===== src/hw/rtl/srcache_pkg.sv =====
// ----------------------------------------------------------------------------
// srcache_pkg
// shared constants, codes and types of the scored replacement cache
// ----------------------------------------------------------------------------
package srcache_pkg;

	// fixed field widths
	localparam int AGE_BITS       = 32;
	localparam int HITS_BITS      = 32;
	localparam int WEIGHT_BITS    = 8;
	localparam int LIMIT_BITS     = 4;
	localparam int CFG_INDEX_BITS = 1;
	localparam int CFG_DATA_BITS  = 8;

	// register reset values
	localparam logic [LIMIT_BITS-1:0]  LIMIT_RESET  = 4'd5;
	localparam logic [WEIGHT_BITS-1:0] WEIGHT_RESET = 8'd2;

	// command code carried on the input tuser
	localparam logic CMD_CLEAR = 1'b1;

	// configuration register indexes
	localparam logic [CFG_INDEX_BITS-1:0] REG_MAX_ENTRIES = 1'b0;
	localparam logic [CFG_INDEX_BITS-1:0] REG_HIT_WEIGHT  = 1'b1;

	// sequencer states
	typedef enum logic [1:0] {
		ST_IDLE,
		ST_SCAN,
		ST_DRAIN,
		ST_DECIDE
	} state_t;

endpackage


===== src/hw/rtl/srcache_mem.sv =====
// ----------------------------------------------------------------------------
// srcache_mem
// entry memory: one write port, one read port with registered read data
// ----------------------------------------------------------------------------
module srcache_mem #(
	parameter int DEPTH = 8,
	parameter int WIDTH = 128,
	localparam int AW = (DEPTH > 1) ? $clog2(DEPTH) : 1
) (
	input  logic             clk,
	input  logic             rd_en,
	input  logic [AW-1:0]    rd_addr,
	output logic [WIDTH-1:0] rd_data,
	input  logic             wr_en,
	input  logic [AW-1:0]    wr_addr,
	input  logic [WIDTH-1:0] wr_data
);

	logic [WIDTH-1:0] mem_q [DEPTH];
	logic [WIDTH-1:0] rdata_q;

	// write and registered read
	always_ff @(posedge clk) begin
		if (wr_en) begin
			mem_q[wr_addr] <= wr_data;
		end
		if (rd_en) begin
			rdata_q <= mem_q[rd_addr];
		end
	end

	assign rd_data = rdata_q;

endmodule


===== src/hw/rtl/scored_replacement_cache.sv =====
// ----------------------------------------------------------------------------
// scored_replacement_cache
// fully associative tag cache with age plus weighted hit count replacement
// ----------------------------------------------------------------------------
// usage
//   s_axis: one request beat, tuser = command (1 clears the whole cache),
//   tdata = key, fill_valid, fill_data. m_axis: one result beat per request,
//   tuser = hit, tdata = data, inserted, evicted, evicted_key.
//   cfg: register writes (0 max_entries_used, 1 hit_weight), always ready;
//   write only while no request is in flight.
// sequence
//   a lookup reads every entry, one entry a cycle through the single read
//   port; a drain step waits until the read data and score stages are empty,
//   then the decide step decides and writes back once the output register is
//   free. a clear skips the scan and drain and goes straight to the decide step.
//   one request is in flight at a time; the next can be taken once the result
//   is in the output register.
// reset
//   all entries invalid, age zero, registers at 5 and 2. entry memory is not
//   cleared; only entries marked valid are ever used.
// stall
//   a result waits in the output register; a further result waits in the
//   decide step until the output register is free.
// ----------------------------------------------------------------------------
module scored_replacement_cache #(
	parameter int ENTRIES   = 8,
	parameter int KEY_BITS  = 32,
	parameter int DATA_BITS = 32,
	localparam int IN_BITS  = ((KEY_BITS + 1 + DATA_BITS + 7) / 8) * 8,
	localparam int OUT_BITS = ((DATA_BITS + 2 + KEY_BITS + 7) / 8) * 8
) (
	input  logic                                    clk,
	input  logic                                    arst_n,
	input  logic                                    s_axis_tvalid,
	output logic                                    s_axis_tready,
	// key, fill_valid, fill_data
	input  logic [IN_BITS-1:0]                      s_axis_tdata,
	// command
	input  logic                                    s_axis_tuser,
	output logic                                    m_axis_tvalid,
	input  logic                                    m_axis_tready,
	// data, inserted, evicted, evicted_key
	output logic [OUT_BITS-1:0]                     m_axis_tdata,
	// hit
	output logic                                    m_axis_tuser,
	input  logic                                    cfg_valid,
	output logic                                    cfg_ready,
	input  logic [srcache_pkg::CFG_INDEX_BITS-1:0]  cfg_index,
	input  logic [srcache_pkg::CFG_DATA_BITS-1:0]   cfg_data
);

	import srcache_pkg::*;

	localparam int IW         = (ENTRIES > 1) ? $clog2(ENTRIES) : 1;
	localparam int CW         = $clog2(ENTRIES + 1);
	localparam int WORD_BITS  = KEY_BITS + DATA_BITS + AGE_BITS + HITS_BITS;
	localparam int PROD_BITS  = WEIGHT_BITS + HITS_BITS;
	localparam int SCORE_BITS = PROD_BITS + 1;
	localparam logic [IW-1:0] LAST_IDX = IW'(ENTRIES - 1);

	// control state
	state_t                 state_q, state_d;
	logic                   cmd_q;
	logic [LIMIT_BITS-1:0]  max_q;
	logic [WEIGHT_BITS-1:0] weight_q;
	logic [AGE_BITS-1:0]    age_q;
	logic [ENTRIES-1:0]     valid_q, valid_d;
	logic [ENTRIES-1:0]     stale_q, stale_d;
	logic [IW-1:0]          iss_idx_q;

	// request payload
	logic [KEY_BITS-1:0]    key_q;
	logic                   fill_v_q;
	logic [DATA_BITS-1:0]   fill_q;

	// scan pipeline
	logic                   rd_v_s1;
	logic [IW-1:0]          idx_s1;
	logic                   v_s2;
	logic                   live_s2;
	logic [KEY_BITS-1:0]    key_s2;
	logic [AGE_BITS-1:0]    birth_s2;
	logic [PROD_BITS-1:0]   prod_s2;
	logic [IW-1:0]          idx_s2;

	// scan results
	logic                   hit_q;
	logic [IW-1:0]          hit_idx_q;
	logic [DATA_BITS-1:0]   hit_pay_q;
	logic [AGE_BITS-1:0]    hit_birth_q;
	logic [HITS_BITS-1:0]   hit_hits_q;
	logic                   free_found_q;
	logic [IW-1:0]          free_idx_q;
	logic [CW-1:0]          cnt_q;
	logic                   vic_found_q;
	logic [IW-1:0]          vic_idx_q;
	logic [KEY_BITS-1:0]    vic_key_q;
	logic [SCORE_BITS-1:0]  best_q;

	// output register
	logic                   out_v_q;
	logic                   out_hit_q;
	logic [DATA_BITS-1:0]   out_data_q;
	logic                   out_ins_q;
	logic                   out_ev_q;
	logic [KEY_BITS-1:0]    out_evk_q;

	// sequencer strobes
	logic rd_en, start, fire;

	// memory ports
	logic [WORD_BITS-1:0]  rdata;
	logic                  mem_we;
	logic [IW-1:0]         mem_waddr;
	logic [WORD_BITS-1:0]  mem_wdata;

	// read word fields
	logic [KEY_BITS-1:0]   r_key;
	logic [DATA_BITS-1:0]  r_pay;
	logic [AGE_BITS-1:0]   r_birth;
	logic [HITS_BITS-1:0]  r_hits;
	logic                  r_live;
	logic                  r_match;

	// decide logic
	logic [AGE_BITS-1:0]   age_inc;
	logic                  advance;
	logic [7:0]            lim8;
	logic                  need_evict;
	logic [IW-1:0]         slot;
	logic                  slot_ok;
	logic                  do_fill;
	logic [HITS_BITS-1:0]  hits_sat;
	logic [SCORE_BITS-1:0] score_s2;
	logic                  better_s2;

	srcache_mem #(
		.DEPTH (ENTRIES),
		.WIDTH (WORD_BITS)
	) u_mem (
		.clk     (clk),
		.rd_en   (rd_en),
		.rd_addr (iss_idx_q),
		.rd_data (rdata),
		.wr_en   (mem_we),
		.wr_addr (mem_waddr),
		.wr_data (mem_wdata)
	);

	// sequencer next state
	always_comb begin
		state_d = state_q;
		rd_en   = 1'b0;
		start   = 1'b0;
		fire    = 1'b0;
		unique case (state_q)
			ST_IDLE: begin
				if (s_axis_tvalid) begin
					start   = 1'b1;
					state_d = (s_axis_tuser == CMD_CLEAR) ? ST_DECIDE : ST_SCAN;
				end
			end
			ST_SCAN: begin
				rd_en = 1'b1;
				if (iss_idx_q == LAST_IDX) begin
					state_d = ST_DRAIN;
				end
			end
			ST_DRAIN: begin
				if (!rd_v_s1 && !v_s2) begin
					state_d = ST_DECIDE;
				end
			end
			ST_DECIDE: begin
				if (!out_v_q || m_axis_tready) begin
					fire    = 1'b1;
					state_d = ST_IDLE;
				end
			end
		endcase
	end

	assign s_axis_tready = (state_q == ST_IDLE);
	assign cfg_ready     = 1'b1;

	// split the word read back from memory
	assign r_key   = rdata[WORD_BITS-1 -: KEY_BITS];
	assign r_pay   = rdata[AGE_BITS + HITS_BITS +: DATA_BITS];
	assign r_birth = rdata[HITS_BITS +: AGE_BITS];
	assign r_hits  = rdata[HITS_BITS-1:0];
	assign r_live  = valid_q[idx_s1];
	assign r_match = r_live && (r_key == key_q);

	// score of the entry in the second stage
	assign score_s2  = SCORE_BITS'(birth_s2) + SCORE_BITS'(prod_s2);
	assign better_s2 = !vic_found_q || (score_s2 < best_q) ||
		((score_s2 == best_q) && (key_s2 < vic_key_q));

	// decide: limit, victim, free slot, write-back word
	always_comb begin
		age_inc = age_q + AGE_BITS'(1);
		lim8    = (max_q == '0) ? 8'd1 : 8'(max_q);
		if (lim8 > 8'(ENTRIES)) begin
			lim8 = 8'(ENTRIES);
		end
		do_fill    = !cmd_q && !hit_q && fill_v_q;
		need_evict = vic_found_q && (8'(cnt_q) >= lim8);
		if (need_evict) begin
			slot    = (free_found_q && (free_idx_q < vic_idx_q)) ? free_idx_q : vic_idx_q;
			slot_ok = 1'b1;
		end else begin
			slot    = free_idx_q;
			slot_ok = free_found_q;
		end
		advance  = !cmd_q && (hit_q || do_fill);
		hits_sat = (hit_hits_q == '1) ? hit_hits_q : hit_hits_q + HITS_BITS'(1);

		mem_we    = fire && !cmd_q && (hit_q || (do_fill && slot_ok));
		mem_waddr = hit_q ? hit_idx_q : slot;
		mem_wdata = hit_q ? {key_q, hit_pay_q, hit_birth_q, hits_sat}
		                  : {key_q, fill_q, age_inc, HITS_BITS'(0)};

		valid_d = valid_q;
		stale_d = stale_q;
		if (cmd_q) begin
			valid_d = '0;
		end else begin
			if (advance && (age_inc == '0)) begin
				stale_d = '1;
			end
			if (do_fill && need_evict) begin
				valid_d[vic_idx_q] = 1'b0;
			end
			if (do_fill && slot_ok) begin
				valid_d[slot] = 1'b1;
				stale_d[slot] = 1'b0;
			end
		end
	end

	// control registers
	always_ff @(posedge clk or negedge arst_n) begin
		if (!arst_n) begin
			state_q      <= ST_IDLE;
			cmd_q        <= 1'b0;
			max_q        <= LIMIT_RESET;
			weight_q     <= WEIGHT_RESET;
			age_q        <= '0;
			valid_q      <= '0;
			stale_q      <= '0;
			iss_idx_q    <= '0;
			rd_v_s1      <= 1'b0;
			v_s2         <= 1'b0;
			hit_q        <= 1'b0;
			free_found_q <= 1'b0;
			vic_found_q  <= 1'b0;
			cnt_q        <= '0;
			out_v_q      <= 1'b0;
		end else begin
			state_q <= state_d;
			rd_v_s1 <= rd_en;
			v_s2    <= rd_v_s1;

			// configuration beat
			if (cfg_valid) begin
				unique case (cfg_index)
					REG_MAX_ENTRIES: max_q    <= cfg_data[LIMIT_BITS-1:0];
					REG_HIT_WEIGHT:  weight_q <= cfg_data[WEIGHT_BITS-1:0];
				endcase
			end

			// new request clears the scan trackers
			if (start) begin
				cmd_q        <= (s_axis_tuser == CMD_CLEAR);
				iss_idx_q    <= '0;
				hit_q        <= 1'b0;
				free_found_q <= 1'b0;
				vic_found_q  <= 1'b0;
				cnt_q        <= '0;
			end

			// read address walks the entries
			if (rd_en && (iss_idx_q != LAST_IDX)) begin
				iss_idx_q <= iss_idx_q + IW'(1);
			end

			// first stage trackers
			if (rd_v_s1) begin
				if (r_match) begin
					hit_q <= 1'b1;
				end
				if (!r_live && !free_found_q) begin
					free_found_q <= 1'b1;
				end
				if (r_live) begin
					cnt_q <= cnt_q + CW'(1);
				end
			end

			// second stage victim tracker
			if (v_s2 && live_s2 && better_s2) begin
				vic_found_q <= 1'b1;
			end

			// decide
			if (fire) begin
				valid_q <= valid_d;
				stale_q <= stale_d;
				if (advance) begin
					age_q <= age_inc;
				end
			end

			// output beat handshake
			if (fire) begin
				out_v_q <= 1'b1;
			end else if (m_axis_tready) begin
				out_v_q <= 1'b0;
			end
		end
	end

	// payload registers
	always_ff @(posedge clk) begin
		if (start) begin
			key_q    <= s_axis_tdata[KEY_BITS-1:0];
			fill_v_q <= s_axis_tdata[KEY_BITS];
			fill_q   <= s_axis_tdata[KEY_BITS + 1 +: DATA_BITS];
		end

		if (rd_en) begin
			idx_s1 <= iss_idx_q;
		end

		// first stage: match capture, product of weight and hits
		// births count as zero when stale or when this fill wraps the age
		if (rd_v_s1) begin
			if (r_match) begin
				hit_idx_q   <= idx_s1;
				hit_pay_q   <= r_pay;
				hit_birth_q <= r_birth;
				hit_hits_q  <= r_hits;
			end
			if (!r_live && !free_found_q) begin
				free_idx_q <= idx_s1;
			end
			live_s2  <= r_live;
			key_s2   <= r_key;
			birth_s2 <= (stale_q[idx_s1] || (age_inc == '0)) ? AGE_BITS'(0) : r_birth;
			prod_s2  <= PROD_BITS'(weight_q) * PROD_BITS'(r_hits);
			idx_s2   <= idx_s1;
		end

		// second stage: keep the lowest score, ties to the smaller key
		if (v_s2 && live_s2 && better_s2) begin
			best_q    <= score_s2;
			vic_idx_q <= idx_s2;
			vic_key_q <= key_s2;
		end

		// result beat
		if (fire) begin
			out_hit_q  <= hit_q;
			out_data_q <= cmd_q ? DATA_BITS'(0) :
			              hit_q ? hit_pay_q :
			              do_fill ? fill_q : DATA_BITS'(0);
			out_ins_q  <= do_fill && slot_ok;
			out_ev_q   <= do_fill && need_evict;
			out_evk_q  <= (do_fill && need_evict) ? vic_key_q : KEY_BITS'(0);
		end
	end

	assign m_axis_tvalid = out_v_q;
	assign m_axis_tuser  = out_hit_q;
	assign m_axis_tdata  = OUT_BITS'({out_evk_q, out_ev_q, out_ins_q, out_data_q});

	// checks
	a_mem_write_in_decide: assert property (@(posedge clk) disable iff (!arst_n)
		mem_we |-> (state_q == ST_DECIDE))
		else $error("entry memory written outside the decide step");

	a_result_after_decide: assert property (@(posedge clk) disable iff (!arst_n)
		$rose(m_axis_tvalid) |-> $past(state_q == ST_DECIDE))
		else $error("result beat raised without a decide step");

	a_hit_no_fill: assert property (@(posedge clk) disable iff (!arst_n)
		(m_axis_tvalid && out_hit_q) |-> (!out_ins_q && !out_ev_q))
		else $error("hit result also reports a fill or eviction");

	a_evict_implies_insert: assert property (@(posedge clk) disable iff (!arst_n)
		(m_axis_tvalid && out_ev_q) |-> out_ins_q)
		else $error("eviction without insertion");

	a_clear_empties: assert property (@(posedge clk) disable iff (!arst_n)
		(fire && cmd_q) |=> (valid_q == '0))
		else $error("clear left valid entries");

endmodule


===== config.mk =====
export PLATFORM = sky130hd
export DESIGN_NAME = scored_replacement_cache
export DESIGN_NICKNAME = d
export VERILOG_FILES = /design/src/hw/rtl/srcache_pkg.sv /design/src/hw/rtl/srcache_mem.sv /design/src/hw/rtl/scored_replacement_cache.sv
export SDC_FILE = /design/constraint.sdc
export NUM_CORES = 2
export LEC_CHECK = 0
export BUFFER_PORTS_ARGS = -buffer_cell sky130_fd_sc_hd__buf_2
export CORE_MARGIN = 5
export CORE_UTILIZATION = 45
export CTS_BUF_LIST = sky130_fd_sc_hd__clkbuf_16
export CTS_CLUSTER_SIZE = 20
export DETAILED_ROUTE_END_ITERATION = 6
export PLACE_DENSITY = 0.72
export SLEW_MARGIN = 20
export SYNTH_ARGS = -nofsm -noshare
export SYNTH_HDL_FRONTEND = slang
export SYNTH_SLANG_ARGS = --single-unit

===== constraint.sdc =====
create_clock -name clk -period 21.9 [get_ports clk]
set_clock_uncertainty 0.1 [all_clocks]
set_input_delay 2.19 -clock clk [delete_from_list [all_inputs] [get_ports clk]]
set_output_delay 2.19 -clock clk [all_outputs]
set_load 0.03 [all_outputs]

==> implementation parameters <==
Parameter                              Value

Outcome
  Outcome ... complete, no violations

STA
  Transition time of the tightest slew-check pin ... 1.080 ns
  Setup violators final ... 0
  Summed negative setup slack over all endpoints ... 0 ns
  Final hold vios ... 0
  Share of the clock period used by the worst path after layout ... 30.08%
  Max-slew violation count ... 0
  RSZ-0062 raised after global routing ... no
  Time the final worst path needs with I/O delays and setup ... 6.587 ns
  Achievable Freq ... 0.1518 GHz
  Normalized max-slew margin ... 28.03%

CTS
  Clock tree from TritonCTS ... done
  Clock tree sinks ... 1649
  Number of buffers created by CTS ... 158
  Depth of the CTS H-tree ... 4
  Cts hold-fix bufs ... 0
  Buffer type at the clock tree root ... sky130_fd_sc_hd__clkbuf_16
  Post-CTS setup repair buffer count ... 0
  Clock latency reported for the late side of the worst-skew pair ... 0.80 ns
  Maximum number of buffers from clock root to sink ... 3
  Post-cts repair resize count ... 0
  Clock-pin transition on the worst setup and hold timing paths ... 0.06 ns

Place
  Detail Placement HPWL ... 91.42 mm
  Count of buffers from port buffering ... 148
  Placer Congestion ... 0.8367

Synth
  Number of enable-type register cells in the synthesized netlist ... 1573
  Proportion of netlist area held by the largest area contributor ... 64.24%
  Share of synthesized area occupied by flip-flops and latches ... 66.83%
  Share of synthesized flip-flops with an asynchronous set or reset ... 4.609%
  Yosys warnings ... 0
  Post-Syn Instances ... 4356
  Number of storage elements in the synthesis netlist ... 1649
  Synthesized area per cell ... 16.88 µm²
  Library cell with the largest summed area after synthesis ... sky130_fd_sc_hd__edfxtp_1
  Top flip-flop cell by instance count after synthesis ... sky130_fd_sc_hd__edfxtp_1
  Number of different library cells in the post-synthesis netlist ... 88
  Leading post-synthesis cells by cell area ... sky130_fd_sc_hd__edfxtp_1, sky130_fd_sc_hd__mux4_2, sky130_fd_sc_hd__fa_1
  Mapped Area ... 0.07353 mm²

Worst setup path
  Worst path top cell family by delay ... simple AND/OR/NAND/NOR gates
  Setup slack of the worst register-to-register path ... 15.31 ns
  Critical Path Source Type ... flop
  Worst reg2reg startpoint ... prod_s2[2]$_DFFE_PP_
  Worst setup EP type ... flop
  Slowest CP cell ... sky130_fd_sc_hd__o41ai_1
  Worst path arrival time ... 6.91 ns
  Critical Path, Cell by Cell ... ha_1 > o21a_1 > a211oi_1 > o41ai_1 > nor4_1 > nor2_1 > a31oi_1 > o21a_1 > nand2b_1 > xnor2_1 > ha_1 > nand4_1 > nor3_1 > nor3b_1 > nand3_1 > or3_1 > nor3_1 > o31ai_1 > nand2_8
  Setup crit start ... prod_s2[2]$_DFFE_PP_
  Classification of the worst setup path ... reg2reg
  Largest fanout on the critical path ... 76
  Count of buffering cells on the critical path with inverters included ... 0
  CP peak stage delay ... 0.85 ns
  Endpoint required time on the critical path ... 22.22 ns

Floorplan
  Effective utilization at floorplan ... 45.22%
  Overall die width ... 414.2 µm
  Die Footprint ... 0.1716 mm²
  Vertical die dimension ... 414.2 µm
  Floorplan row count ... 148
  Number of top-level design ports ... 163
  Placeable core region ... 0.1626 mm²

Finish
  Multi-input gate area in the final layout ... 0.02270 mm²
  # fillers ... 13180
  Area delta synth->final ... 11.78%
  Net count of the finished layout ... 5003
  Proportion of layout cells with a drive suffix above 1 ... 20.20%
  Register cell area after layout ... 0.04916 mm²

Route
  WL final ... 155.5 mm
  Post-route antenna net violation count ... 0
  Detailed-route via count ... 38530
  Number of iterations in the first detailed-routing pass ... 5
  Violation count after the first detailed-route iteration ... 3373
  Number of DRC violations after detailed routing ... 0
  Avg Vias per Cell ... 5.610
  Mean routed wirelength per cell ... 22.65 µm

GRT
  Total routing usage reported by global routing ... 17.93%
  Initial antenna violation count ... 3
  Largest net degree at the start of global routing ... 108
  Vias in the first global route ... 39800
  Wire length of the first global-routing pass ... 239.7 mm
  Total grt overflow ... 0

Min path
  Hold crit path type ... reg2reg
  Origin of the worst min-delay path ... u_mem.rd_data[95]$_DFFE_PP_

Job
  Max-cap violations ... 0
[stage by stage]
step	hold slack, ns	area (µm²)	setup WS (ns)	util [%]	instances
after floorplan	0.3003	73550	8.181	-	4361
after global placement	0.3029	76780	15.24	47.23	6569
after detailed placement	0.3045	76810	15.20	47.24	6570
after CTS	0.3185	82150	15.15	50.53	6866
after global routing	0.3238	82190	14.91	50.55	6867
final	0.3175	82190	15.31	50.55	6868
[synth_stat cells (5+ instances only)]
cell type / instances
sky130_fd_sc_hd__nand2_1: 244
sky130_fd_sc_hd__and3_1: 55
sky130_fd_sc_hd__o211ai_1: 11
sky130_fd_sc_hd__mux4_2: 258
sky130_fd_sc_hd__mux2_2: 179
sky130_fd_sc_hd__nand3_1: 55
sky130_fd_sc_hd__nor2_1: 122
sky130_fd_sc_hd__nor3_1: 31
sky130_fd_sc_hd__xnor2_1: 90
sky130_fd_sc_hd__and4_1: 9
sky130_fd_sc_hd__ha_1: 179
sky130_fd_sc_hd__mux2i_1: 7
sky130_fd_sc_hd__o21ai_0: 94
sky130_fd_sc_hd__a31oi_1: 20
sky130_fd_sc_hd__o21bai_1: 8
sky130_fd_sc_hd__a41oi_1: 5
sky130_fd_sc_hd__a21o_1: 35
sky130_fd_sc_hd__clkbuf_1: 113
sky130_fd_sc_hd__and2_1: 181
sky130_fd_sc_hd__o31ai_1: 8
sky130_fd_sc_hd__nand2b_1: 18
sky130_fd_sc_hd__o21a_1: 28
sky130_fd_sc_hd__fa_1: 181
sky130_fd_sc_hd__buf_4: 15
sky130_fd_sc_hd__nor4_1: 17
sky130_fd_sc_hd__nor3b_1: 9
sky130_fd_sc_hd__xor2_1: 92
sky130_fd_sc_hd__inv_1: 276
sky130_fd_sc_hd__nor2b_1: 51
sky130_fd_sc_hd__edfxtp_1: 1573
sky130_fd_sc_hd__a21oi_1: 102
sky130_fd_sc_hd__a211oi_1: 12
sky130_fd_sc_hd__buf_1: 32
sky130_fd_sc_hd__nand4_1: 38
sky130_fd_sc_hd__or3_1: 18
sky130_fd_sc_hd__dfrtp_1: 73
sky130_fd_sc_hd__and2_4: 24
sky130_fd_sc_hd__clkbuf_8: 6
[sequential cells by signal, summed over array words and instances (netlist names), 8 cells and up]
signal,flops
weight_q,8
hit_hits_q,32
u_mem.mem_q,1024
age_q,32
out_evk_q,32
key_s2,32
prod_s2,40
key_q,32
hit_pay_q,32
vic_key_q,32
u_mem.rd_data,128
valid_q,8
birth_s2,32
best_q,41
stale_q,8
hit_birth_q,32
out_data_q,32
fill_q,32
[worst paths after layout]
check | endpoint | depth (start not counted)
max | best_q[38]$_DFFE_PP_ | 19
min | hit_pay_q[31]$_DFFE_PP_ | 0
max reg2reg | best_q[38]$_DFFE_PP_ | 19
min reg2reg | hit_pay_q[31]$_DFFE_PP_ | 0
max in group asynchronous | max_q[2]$_DFFE_PN1P_ | 3
min in group asynchronous | age_q[11]$_DFFE_PN0P_ | 1
[logic make-up after synthesis]
| kind of cell | synth area share, % |
|---|---|
| flops | 66.83 |
| simple gates | 6.560 |
| mux | 10.81 |
| buf+inv | 2.467 |
| compound gates | 3.179 |
| fa+ha+maj | 7.974 |
| xor+xnor | 2.168 |
| other cells | 0.01021 |
[worst reg2reg max path, delay by kind of cell (launching register included)]
family,cells,cell delay (ns)
AND/OR/NAND/NOR,10,3.00
AO/OA/AOI/OAI,6,1.82
adder cells (fa/ha/maj),2,0.67
flip-flops,1,0.41
XOR/XNOR,1,0.16
[routing by layer]
| layer | GRT usage (%) | vias to the layer above | wire, µm |
|---|---|---|---|
| met4 | 4.489 | 2 | 3021 |
| met2 | 29.85 | 1302 | 76770 |
| met3 | 2.739 | 182 | 9702 |
| li1 | - | 16830 | - |
| met5 | 0 | - | 13 |
| met1 | 25.04 | 20220 | 66020 |
[area by class of cell]
cell class,instances,share of cell area (%)
Sequential cell,1649,59.81
Multi-Input combinational cell,2266,27.62
Clock buffer,160,4.871
Tap cell,2175,3.311
Clock inverter,136,1.630
Timing Repair Buffer,205,1.489
Inverter,276,1.262
Antenna cell,1,0.003045
[layout by cell type (no fill, tap or decap), types with 67 or more instances in the layout]
| cell | netlist | routed |
|---|---|---|
| sky130_fd_sc_hd__mux2_2 | 179 | 179 |
| sky130_fd_sc_hd__buf_2 | 0 | 147 |
| sky130_fd_sc_hd__o21ai_0 | 94 | 94 |
| sky130_fd_sc_hd__mux4_2 | 258 | 258 |
| sky130_fd_sc_hd__inv_1 | 276 | 308 |
| sky130_fd_sc_hd__clkbuf_16 | 0 | 160 |
| sky130_fd_sc_hd__nand2_1 | 244 | 243 |
| sky130_fd_sc_hd__xnor2_1 | 90 | 90 |
| sky130_fd_sc_hd__nor2_1 | 122 | 114 |
| sky130_fd_sc_hd__dfrtp_1 | 73 | 67 |
| sky130_fd_sc_hd__edfxtp_1 | 1573 | 1573 |
| sky130_fd_sc_hd__fa_1 | 181 | 181 |
| sky130_fd_sc_hd__a21oi_1 | 102 | 102 |
| sky130_fd_sc_hd__ha_1 | 179 | 178 |
| sky130_fd_sc_hd__and2_1 | 181 | 181 |
| sky130_fd_sc_hd__xor2_1 | 92 | 92 |
Power is not shown: default switching activity piles up to over one toggle a cycle in this logic, so the estimate is an artifact.
